## src/hdl/btnf_pkg.sv

```systemverilog
// Shared types and constants of the boundary-tag next-fit allocator.
`default_nettype none
package btnf_pkg;

    typedef enum logic {
        CMD_ALLOC = 1'b0,
        CMD_FREE  = 1'b1
    } t_cmd;

    typedef enum logic [3:0] {
        S_CLEAR,
        S_IDLE,
        S_A_CHECK,
        S_A_EVAL,
        S_F_HDR,
        S_F_PREV,
        S_F_NEXT,
        S_WRITE,
        S_DONE
    } t_state;

    typedef struct packed {
        t_cmd        command;
        logic [14:0] request_size;
        logic [14:0] block_address;
    } t_item;

    typedef struct packed {
        logic        ok;
        logic [14:0] payload_address;
    } t_result;

    localparam int FIRST_PAYLOAD = 32;
    localparam int MIN_BLOCK     = 32;
    localparam int WR_SLOTS      = 4;

endpackage
`default_nettype wire

```

## src/hdl/btnf_ctrl.sv

```systemverilog
// Allocator sequencer: clearing sweep, next-fit walk, free with merge, tag writes.
`default_nettype none
module btnf_ctrl
    import btnf_pkg::*;
#(
    parameter int HEAP_BYTES = 32768,
    parameter int AW         = 12,
    parameter int TW         = 16
) (
    input  wire logic          i_clk,
    input  wire logic          i_rst_n,
    input  wire logic          i_start,
    input  wire t_item         i_item,
    output logic               o_idle,
    output logic               o_done,
    input  wire logic          i_taken,
    output t_result            o_result,
    output logic               o_mem_we,
    output logic [AW-1:0]      o_mem_widx,
    output logic [TW-1:0]      o_mem_wdata,
    output logic               o_mem_re,
    output logic [AW-1:0]      o_mem_ridx,
    input  wire logic [TW-1:0] i_mem_rdata
);

    localparam int WORDS    = HEAP_BYTES / 8;
    localparam int NW       = AW + 1;
    localparam int BW       = ($clog2(HEAP_BYTES) + 2 > 17) ? $clog2(HEAP_BYTES) + 2 : 17;
    localparam int HEAP_END_I = HEAP_BYTES - (HEAP_BYTES % 16);
    localparam logic [BW-1:0] HEAP_END = BW'(HEAP_END_I);
    localparam logic [BW-1:0] FIRST_P  = BW'(FIRST_PAYLOAD);
    localparam logic [BW-1:0] MIN_B    = BW'(MIN_BLOCK);
    localparam logic [AW-1:0] EPI_IDX  = AW'(HEAP_END_I / 8 - 1);
    localparam logic [AW-1:0] FTR_IDX  = AW'((HEAP_END_I - 16) / 8);
    localparam logic [TW-1:0] FREE0    = TW'(HEAP_END_I - 32);
    localparam logic [TW-1:0] PRO_TAG  = TW'(17);
    localparam logic [TW-1:0] EPI_TAG  = TW'(1);

    t_state r_state, n_state;

    logic [BW-1:0] r_a, n_a;
    logic [BW-1:0] r_need, n_need;
    logic [BW-1:0] r_p, n_p;
    logic [BW-1:0] r_limit, n_limit;
    logic [NW-1:0] r_n, n_n;
    logic          r_pass, n_pass;
    logic [BW-1:0] r_rover, n_rover;
    logic [BW-1:0] r_s, n_s;
    logic [BW-1:0] r_ps, n_ps;
    logic          r_pfree, n_pfree;
    t_result       r_res, n_res;
    logic [BW-1:0] r_wa [WR_SLOTS];
    logic [BW-1:0] n_wa [WR_SLOTS];
    logic [TW-1:0] r_wd [WR_SLOTS];
    logic [TW-1:0] n_wd [WR_SLOTS];
    logic [2:0]    r_wcnt, n_wcnt;
    logic [2:0]    r_step, n_step;
    logic          r_rd_oob, n_rd_oob;

    // tag as seen by the logic: a read outside the memory is allocated, size zero
    logic [TW-1:0] rd_tag;
    logic [BW-1:0] tag_size;
    assign rd_tag   = r_rd_oob ? EPI_TAG : i_mem_rdata;
    assign tag_size = BW'({rd_tag[TW-1:3], 3'b000});

    // conditions shared by next-state and datapath
    logic [BW-1:0] req_ext, need_calc, rover_norm;
    logic          pass_end, walk_stop, walk_hit, second_pass;
    logic          free_bad_addr, free_bad_hdr;
    logic [BW-1:0] free_a;

    assign req_ext     = BW'(i_item.request_size);
    assign need_calc   = (req_ext <= BW'(16)) ? MIN_B
                       : (((req_ext + BW'(31)) >> 4) << 4);
    assign rover_norm  = (r_rover >= HEAP_END || r_rover < FIRST_P) ? FIRST_P : r_rover;
    assign pass_end    = (r_n == NW'(WORDS)) || (r_p >= r_limit) || (r_p < FIRST_P);
    assign second_pass = !r_pass && (r_rover != FIRST_P);
    assign walk_stop   = (tag_size == '0) || (r_p + tag_size > HEAP_END);
    assign walk_hit    = !rd_tag[0] && (r_need <= tag_size);
    assign free_a      = BW'(i_item.block_address);
    assign free_bad_addr = (free_a[3:0] != 4'd0) || (free_a < FIRST_P);
    assign free_bad_hdr  = !rd_tag[0] || (tag_size < MIN_B) || (r_a + tag_size > HEAP_END);

    function automatic logic in_mem(input logic [BW-1:0] addr);
        return (addr >> 3) < BW'(WORDS);
    endfunction

    function automatic logic [AW-1:0] word_idx(input logic [BW-1:0] addr);
        return addr[AW+2:3];
    endfunction

    // next state
    always_comb begin
        n_state = r_state;
        case (r_state)
            S_CLEAR: begin
                if (r_n == NW'(WORDS - 1)) n_state = S_IDLE;
            end
            S_IDLE: begin
                if (i_start) begin
                    if (i_item.command == CMD_ALLOC) n_state = S_A_CHECK;
                    else if (free_bad_addr)          n_state = S_DONE;
                    else                             n_state = S_F_HDR;
                end
            end
            S_A_CHECK: begin
                if (pass_end && !second_pass) n_state = S_DONE;
                else if (!pass_end)           n_state = S_A_EVAL;
            end
            S_A_EVAL: begin
                if (walk_stop)     n_state = S_A_CHECK;
                else if (walk_hit) n_state = S_WRITE;
                else               n_state = S_A_CHECK;
            end
            S_F_HDR: begin
                n_state = free_bad_hdr ? S_DONE : S_F_PREV;
            end
            S_F_PREV: n_state = S_F_NEXT;
            S_F_NEXT: n_state = S_WRITE;
            S_WRITE: begin
                if (r_step == r_wcnt) n_state = S_DONE;
            end
            S_DONE: begin
                if (i_taken) n_state = S_IDLE;
            end
            default: n_state = S_IDLE;
        endcase
    end

    // datapath and memory port
    always_comb begin
        logic [BW-1:0] rest, ns, nxt, t, m;
        logic          nfree;
        rest = '0; ns = '0; nxt = '0; t = '0; m = '0; nfree = 1'b0;

        n_a = r_a; n_need = r_need; n_p = r_p; n_limit = r_limit; n_n = r_n;
        n_pass = r_pass; n_rover = r_rover; n_s = r_s; n_ps = r_ps; n_pfree = r_pfree;
        n_res = r_res; n_wcnt = r_wcnt; n_step = r_step; n_rd_oob = r_rd_oob;
        for (int i = 0; i < WR_SLOTS; i++) begin
            n_wa[i] = r_wa[i];
            n_wd[i] = r_wd[i];
        end

        o_mem_we = 1'b0; o_mem_widx = '0; o_mem_wdata = '0;
        o_mem_re = 1'b0; o_mem_ridx = '0;

        case (r_state)
            S_CLEAR: begin
                o_mem_we   = 1'b1;
                o_mem_widx = r_n[AW-1:0];
                if (r_n[AW-1:0] == AW'(1) || r_n[AW-1:0] == AW'(2)) o_mem_wdata = PRO_TAG;
                else if (r_n[AW-1:0] == AW'(3) || r_n[AW-1:0] == FTR_IDX)
                    o_mem_wdata = FREE0;
                else if (r_n[AW-1:0] == EPI_IDX) o_mem_wdata = EPI_TAG;
                n_n = r_n + NW'(1);
            end
            S_IDLE: begin
                n_res  = '0;
                n_wcnt = '0;
                n_step = '0;
                if (i_start) begin
                    n_need  = need_calc;
                    n_rover = rover_norm;
                    n_p     = rover_norm;
                    n_limit = HEAP_END;
                    n_n     = '0;
                    n_pass  = 1'b0;
                    n_a     = free_a;
                    if (i_item.command == CMD_FREE && !free_bad_addr) begin
                        n_rover  = r_rover;
                        o_mem_re   = 1'b1;
                        o_mem_ridx = word_idx(free_a - BW'(8));
                        n_rd_oob   = !in_mem(free_a - BW'(8));
                    end
                end
            end
            S_A_CHECK: begin
                if (pass_end) begin
                    // wrap once to the first block, up to the rover
                    n_p     = FIRST_P;
                    n_limit = r_rover;
                    n_n     = '0;
                    n_pass  = 1'b1;
                end else begin
                    o_mem_re   = 1'b1;
                    o_mem_ridx = word_idx(r_p - BW'(8));
                    n_rd_oob   = !in_mem(r_p - BW'(8));
                end
            end
            S_A_EVAL: begin
                if (walk_stop) begin
                    n_n = NW'(WORDS);
                end else if (walk_hit) begin
                    rest    = tag_size - r_need;
                    n_rover = r_p;
                    n_res.ok = 1'b1;
                    n_res.payload_address = r_p[14:0];
                    if (rest >= MIN_B) begin
                        n_wa[0] = r_p - BW'(8);             n_wd[0] = TW'(r_need) | TW'(1);
                        n_wa[1] = r_p + r_need - BW'(16);   n_wd[1] = TW'(r_need) | TW'(1);
                        n_wa[2] = r_p + r_need - BW'(8);    n_wd[2] = TW'(rest);
                        n_wa[3] = r_p + tag_size - BW'(16); n_wd[3] = TW'(rest);
                        n_wcnt  = 3'd4;
                    end else begin
                        n_wa[0] = r_p - BW'(8);             n_wd[0] = TW'(tag_size) | TW'(1);
                        n_wa[1] = r_p + tag_size - BW'(16); n_wd[1] = TW'(tag_size) | TW'(1);
                        n_wcnt  = 3'd2;
                    end
                end else begin
                    n_p = r_p + tag_size;
                    n_n = r_n + NW'(1);
                end
            end
            S_F_HDR: begin
                n_s = tag_size;
                if (!free_bad_hdr) begin
                    o_mem_re   = 1'b1;
                    o_mem_ridx = word_idx(r_a - BW'(16));
                    n_rd_oob   = !in_mem(r_a - BW'(16));
                end
            end
            S_F_PREV: begin
                n_ps    = tag_size;
                n_pfree = !rd_tag[0] && (tag_size != '0) && (tag_size <= r_a - FIRST_P);
                o_mem_re   = 1'b1;
                o_mem_ridx = word_idx(r_a + r_s - BW'(8));
                n_rd_oob   = !in_mem(r_a + r_s - BW'(8));
            end
            S_F_NEXT: begin
                nxt   = r_a + r_s;
                ns    = tag_size;
                nfree = !rd_tag[0] && (ns != '0) && (nxt + ns <= HEAP_END);
                m     = r_a;
                // release the block's own tags first, then merge
                n_wa[0] = r_a - BW'(8);          n_wd[0] = TW'(r_s);
                n_wa[1] = r_a + r_s - BW'(16);   n_wd[1] = TW'(r_s);
                n_wcnt  = 3'd2;
                if (!r_pfree && nfree) begin
                    t = r_s + ns;
                    n_wa[2] = r_a - BW'(8);      n_wd[2] = TW'(t);
                    n_wa[3] = r_a + t - BW'(16); n_wd[3] = TW'(t);
                    n_wcnt  = 3'd4;
                end else if (r_pfree && !nfree) begin
                    t = r_s + r_ps;
                    m = r_a - r_ps;
                    n_wa[2] = r_a + r_s - BW'(16); n_wd[2] = TW'(t);
                    n_wa[3] = m - BW'(8);          n_wd[3] = TW'(t);
                    n_wcnt  = 3'd4;
                end else if (r_pfree && nfree) begin
                    t = r_s + r_ps + ns;
                    m = r_a - r_ps;
                    n_wa[2] = nxt + ns - BW'(16); n_wd[2] = TW'(t);
                    n_wa[3] = m - BW'(8);         n_wd[3] = TW'(t);
                    n_wcnt  = 3'd4;
                end
                if (m < r_rover) n_rover = m;
                n_res.ok = 1'b1;
                n_res.payload_address = m[14:0];
            end
            S_WRITE: begin
                if (r_step != r_wcnt) begin
                    o_mem_we    = in_mem(r_wa[r_step[1:0]]);
                    o_mem_widx  = word_idx(r_wa[r_step[1:0]]);
                    o_mem_wdata = r_wd[r_step[1:0]];
                    n_step      = r_step + 3'd1;
                end
            end
            S_DONE: ;
            default: ;
        endcase
    end

    assign o_idle   = (r_state == S_IDLE);
    assign o_done   = (r_state == S_DONE);
    assign o_result = r_res;

    always_ff @(posedge i_clk) begin
        if (!i_rst_n) begin
            r_state <= S_CLEAR;
            r_rover <= FIRST_P;
            r_n     <= '0;
            r_wcnt  <= '0;
            r_step  <= '0;
        end else begin
            r_state <= n_state;
            r_rover <= n_rover;
            r_n     <= n_n;
            r_wcnt  <= n_wcnt;
            r_step  <= n_step;
        end
    end

    always_ff @(posedge i_clk) begin
        r_a      <= n_a;
        r_need   <= n_need;
        r_p      <= n_p;
        r_limit  <= n_limit;
        r_pass   <= n_pass;
        r_s      <= n_s;
        r_ps     <= n_ps;
        r_pfree  <= n_pfree;
        r_res    <= n_res;
        r_rd_oob <= n_rd_oob;
        for (int i = 0; i < WR_SLOTS; i++) begin
            r_wa[i] <= n_wa[i];
            r_wd[i] <= n_wd[i];
        end
    end

endmodule
`default_nettype wire

```

## config.mk

```make
export PLATFORM = sky130hd
export DESIGN_NAME = btnf_ctrl
export DESIGN_NICKNAME = d
export VERILOG_FILES = /design/src/hdl/btnf_pkg.sv /design/src/hdl/btnf_ctrl.sv
export SDC_FILE = /design/constraint.sdc
export NUM_CORES = 1
export LEC_CHECK = 0
export ABC_AREA = 1
export BUFFER_PORTS_ARGS = -buffer_cell sky130_fd_sc_hd__buf_2
export CORE_UTILIZATION = 50
export DETAILED_ROUTE_END_ITERATION = 6
export PLACE_DENSITY_LB_ADDON = 0.08
export SYNTH_ARGS = -nofsm -noshare
export SYNTH_HDL_FRONTEND = slang
export SYNTH_SLANG_ARGS = --single-unit
```

## constraint.sdc

```tcl
create_clock -name i_clk -period 7.4 [get_ports i_clk]
set_input_delay 1.11 -clock i_clk [delete_from_list [all_inputs] [get_ports i_clk]]
set_output_delay 1.11 -clock i_clk [all_outputs]
set_load 0.01 [all_outputs]
```

### Yosys cells after proc, flatten, opt, wreduce, memory -nomap -nowiden

Memory sizes are Yosys's and may differ from the RTL's. A register that Yosys moved wholly into a read port is not among the register bits.
Index checks and enable logic that the tools add are counted.

* register bits: 151
* latch bits: 0
* bits in writable memories: 132
* bits in read-only memories: 0
* logic and storage cells: 253
* memories: 2

* $add $sub $neg: 27
* $mul: 0
* divide/modulo/power cells: 0
* order comparisons: 19
* equality and inequality tests: 42
* shift operators: 0
* muxes and demuxes: 96
* bitwise gates (word level): 0
* reductions and logical operators: 50

Memories
* r_wa: depth 4, width 17, rd ports 1, clocked after Yosys merged registers in 1, write ports 4, line btnf_ctrl.sv:52 `logic [BW-1:0] r_wa [WR_SLOTS];`
* r_wd: depth 4, width 16, rd ports 1, clocked after Yosys merged registers in 1, write ports 4, line btnf_ctrl.sv:54 `logic [TW-1:0] r_wd [WR_SLOTS];`

Operators by type and width (count)
* two-way mux 17 bit: 17
* two-way mux 32 bit: 5
* two-way mux 34 bit: 4
* two-way mux 68 bit: 2
* case mux 68 bit (2 select lines): 1
* two-way mux 64 bit: 2
* case mux 64 bit (2 select lines): 1
* case mux 17 bit (3 select lines): 2
* subtractor 17 x 5 -> 17 bit, second input constant: 5
* < comparator 14 x 13 -> 1 bit, second input constant: 5
* subtractor 17 x 4 -> 17 bit, second input constant: 4
* two-way mux 16 bit: 4
* two-way mux 12 bit: 5
* two-way mux 13 bit: 4
* case mux 13 bit (4 select lines): 1
* case mux 12 bit (4 select lines): 1
* case mux 16 bit (3 select lines): 1
* two-way mux 4 bit: 9
* case mux 4 bit (9 select lines): 1
* adder 15 x 16 -> 17 bit: 2
* adder 17 x 16 -> 17 bit: 2
* greater-than comparator 17 x 16 -> 1 bit, second input constant: 2
* < comparator 17 x 6 -> 1 bit, second input constant: 2
* case mux 17 bit (2 select lines): 1
* 62 further kinds: 151

### Depth between registers and ports, before layout

* depth in word-level cells: 12
* gate-level depth with buffers: 32
* depth with buffers taken out: 31

### Worst setup path after synthesis

Ideal clock, no wire load.

* path kind: input to register
* start: in i_mem_rdata[4]
* end: mem r_wa[2][10] in the netlist's numbering, enable pin
* data arrival time: 5850 ps
* data required time: 6947 ps
* setup slack: 1097 ps
* cell stages on the path: 17
* cell sequence: inv_1 -> nor2_1 -> inv_1 -> fa_1 -> nand3b_1 -> nand2_1 -> xnor2_1 -> inv_1 -> nor2_1 -> nand2_1 -> nor2_1 -> nand3_1 -> nand2_2 -> a21oi_1 -> nand2_1 -> o21ai_0 -> a21oi_1

RTL lines
* from (decl): line btnf_ctrl.sv:23 `input wire logic [TW-1:0] i_mem_rdata`
* to (decl): line btnf_ctrl.sv:52

==> metrics.md <==
| Metric | Value |
|---|---|
| Final setup fails | `0` |
| Register area share after synthesis | `28.0%` |
| Die W | `217 um` |
| Yosys warning total | `0` |
| Cell internal pwr | `2.80 mW` |
| Worst-Skew Late Latency | `0.60 ns` |
| Most common cell after layout, fill and taps aside | `nand2_1` |
| Hold buffer count at cts | `0` |
| Combinational Power Share | `35.1%` |
| Max-slew headroom | `10.8%` |
| Top cell type's share of synthesized area | `24.5%` |
| DR iter-0 viols | `2811` |
| Vias | `24299` |
| Sw Share | `38.7%` |
| Leading area contributor after synthesis | `edfxtp_1` |
| Largest net degree at the start of global routing | `75` |
| Syn-to-layout area delta | `9.33%` |
| Layout cell share with drive strength beyond 1 | `6.87%` |
| Most frequent cells in the layout | `nand2_1, inv_1, nor2_1` |
| Setup TNS after final layout | `0 ns` |
| HPWL Detailed | `72.9 mm` |
| First-pass GRT wire length | `135 mm` |
| Critical Path Source | `r_a[3]` |
| Worst slew pin tran | `1.33 ns` |
| Critical path arrival | `6.40 ns` |
| DRC violations left | `0` |
| Initial Utilization | `50.9%` |
| Filler cells | `4534` |
| GP Congestion | `1.08` |
| Fmax achieved | `164 MHz` |
| Clk_skew | `0.0244 ns` |
| Vias in the first global route | `22230` |
| Crit path kind | `flip-flop to flip-flop` |
| CTS tree | `yes` |
| IO Pins | `111` |
| Die H | `217 um` |
| Core area | `0.0456 mm^2` |
| Initial antenna violation count | `8` |
| Synth cell types | `55` |
| Pleak | `12.4 nW` |
| WL final | `91.5 mm` |
| Power share of the sequential group | `34.2%` |
| Reg2Reg Launch Point | `r_a[3]` |
| Ys flop type | `edfxtp_1` |
| # rows | `78` |
| Crit path capture type | `flip-flop` |
| Cts bufs inserted | `28` |
| Asr flop ratio synth | `0%` |
| Total of max-cap violations | `0` |
| CTS Sinks | `230` |
| Max stage delay on crit path | `0.70 ns` |
| Die area | `0.0473 mm^2` |
| Synth Instances | `3450` |
| Unrepaired setup endpoints after global routing | `false` |
| Clk slew on worst S/H paths | `0.06 ns` |
| Pwr dens | `180 mW/mm^2` |
| Tot GR Track Use | `38.4%` |
| Most used cell, CP | `nand2_1` |
| Switching power | `1.77 mW` |
| Final Critical Period | `6.10 ns` |
| Post-DR vias/cell | `5.83` |
| Gates resized, CTS repair | `0` |
| Final hold viol count | `0` |
| Worst Path Max Fanout | `32` |
| Yosys reg bits | `230` |
| Total gr overflow | `0` |
| Final WS setup | `1.30 ns` |
| Post-DRT Antenna Nets | `0` |
| First-pass DRT Iterations | `7` |
| Final period util | `82.4%` |
| Post-Syn Area | `0.0232 mm^2` |
| VDD IR max | `0.250 mV` |
| CP max-delay cell | `edfxtp_1` |
| CTS Buffer Depth | `3` |
| Root Buffer | `clkbuf_16` |
| Mapped Avg Cell Area | `6.72 um^2` |
| WL/cell | `22.0 um` |
| Clock network fraction of total power | `30.7%` |
| EDFF count, synth | `189` |
| Slew Limit Fails | `0` |
| Setup repair bufs after CTS | `0` |
| Max H-tree Level | `1` |
| Setup WS pre-CTS | `1.46 ns` |
| Beginning of the worst hold path | `r_n[6]` |
| Port Buffer Count | `106` |
| Top area cells in the synthesized netlist | `edfxtp_1, nand2_1, ha_1` |
| Worst Path Required | `7.70 ns` |
| Status | `finished clean` |
| Class of the worst hold path | `flip-flop to flip-flop` |
| CP Launch Type | `flip-flop` |
| Nets | `3818` |
[kinds of logic (layout without fill, tap and decap cells)]
group,after synthesis,count (layout),share of synthesized area [%]
and+or+nand+nor,1749,1749,31.7
xor gates and xnor gates,153,153,5.78
muxes,1,1,0.0431
buffers and inverters,584,697,9.61
DFF,230,230,28.0
AOI/OAI and AO/OA,507,507,12.4
adders and majority gates,225,225,12.5
other,1,3,0.0162
[synth_stat cells (5+ instances only)]
cell / count
nand2_1: 973
xnor2_1: 42
buf_4: 5
nand3b_1: 12
o32ai_1: 12
or2_2: 14
nand3_1: 240
nand3_2: 5
o2111ai_1: 12
o21ai_0: 213
a31oi_1: 19
inv_1: 493
o21ai_1: 8
nand2_2: 21
buf_2: 9
ha_1: 214
edfxtp_1: 189
o211ai_1: 15
clkbuf_1: 56
a211oi_1: 8
nor2_1: 340
a21oi_1: 156
buf_1: 12
nor3_1: 60
nor4_1: 9
fa_1: 11
a21o_1: 6
nand4_1: 64
o21bai_1: 18
dfxtp_1: 41
xor2_1: 111
o22ai_1: 15
[state kept, by name, summed over array words and instances (netlist names), 2 cells and up, named ones only]
signal / cells
r_step: 3
r_n: 13
r_limit: 17
o_result: 16
r_rover: 17
r_p: 17
r_ps: 13
r_wa: 56
r_s: 13
r_state: 4
r_wd: 27
r_need: 12
r_wcnt: 2
r_a: 15
[worst max-delay path: cells and delay by family (launching register included)]
| kind | cells | cell delay (ns) |
|---|---|---|
| and+or+nand+nor | 18 | 2.88 |
| adders and majority gates | 3 | 1.08 |
| AOI/OAI and AO/OA | 3 | 0.72 |
| DFF | 1 | 0.70 |
| buffers and inverters | 4 | 0.40 |
[cell type report]
cell class	instances	area, um^2	area share (%)
multi-input cells	2637	14500	57.2
flip-flops and latches	230	6500	25.6
inverters	501	1880	7.41
repair buffers	144	816	3.22
clock buffers	40	776	3.06
well taps	600	751	2.96
clock inverters	12	143	0.562
diodes	1	2.50	0.00987
[per-layer routing]
layer	wire length (um)	part of all wire [%]	GRT usage [%]	vias up
met5	41	0.045	0	-
met4	4780	5.2	17.8	6
met3	9650	11	6.82	228
met2	37900	41	56.9	1275
met1	39200	43	53.9	11225
li1	-	-	-	11565
[power by group through the flow]
| stage | sequential [mW] | clock [mW] | combinational [mW] |
|---|---|---|---|
| floorplan | 1.56 | 0 | 1.07 |
| global placement | 1.58 | 0 | 1.52 |
| detailed placement | 1.59 | 0 | 1.55 |
| CTS | 1.56 | 1.41 | 1.56 |
| global route | 1.57 | 1.45 | 1.77 |
| finish | 1.56 | 1.40 | 1.60 |
[stage by stage]
stage	total power, mW	cell area [um^2]	instances	hold WS, ns	util (%)
finish	4.57	25400	4165	0.490	55.6
global route	4.78	25400	4164	0.516	55.6
CTS	4.53	25400	4164	0.493	55.6
detailed placement	3.13	24400	4112	0.484	53.6
global placement	3.11	24400	4112	0.472	53.6
floorplan	2.63	23200	3451	0.457	-
[final timing paths]
check                              endpoint  slack, ns  depth (start not counted)
worst min register to register       r_n[6]       0.49                          2
worst max-delay path            r_wa[2][12]       1.30                         28
worst max register to register  r_wa[2][12]       1.30                         28
worst min-delay path                 r_n[6]       0.49                          2
(Power assumes the default switching activity.)
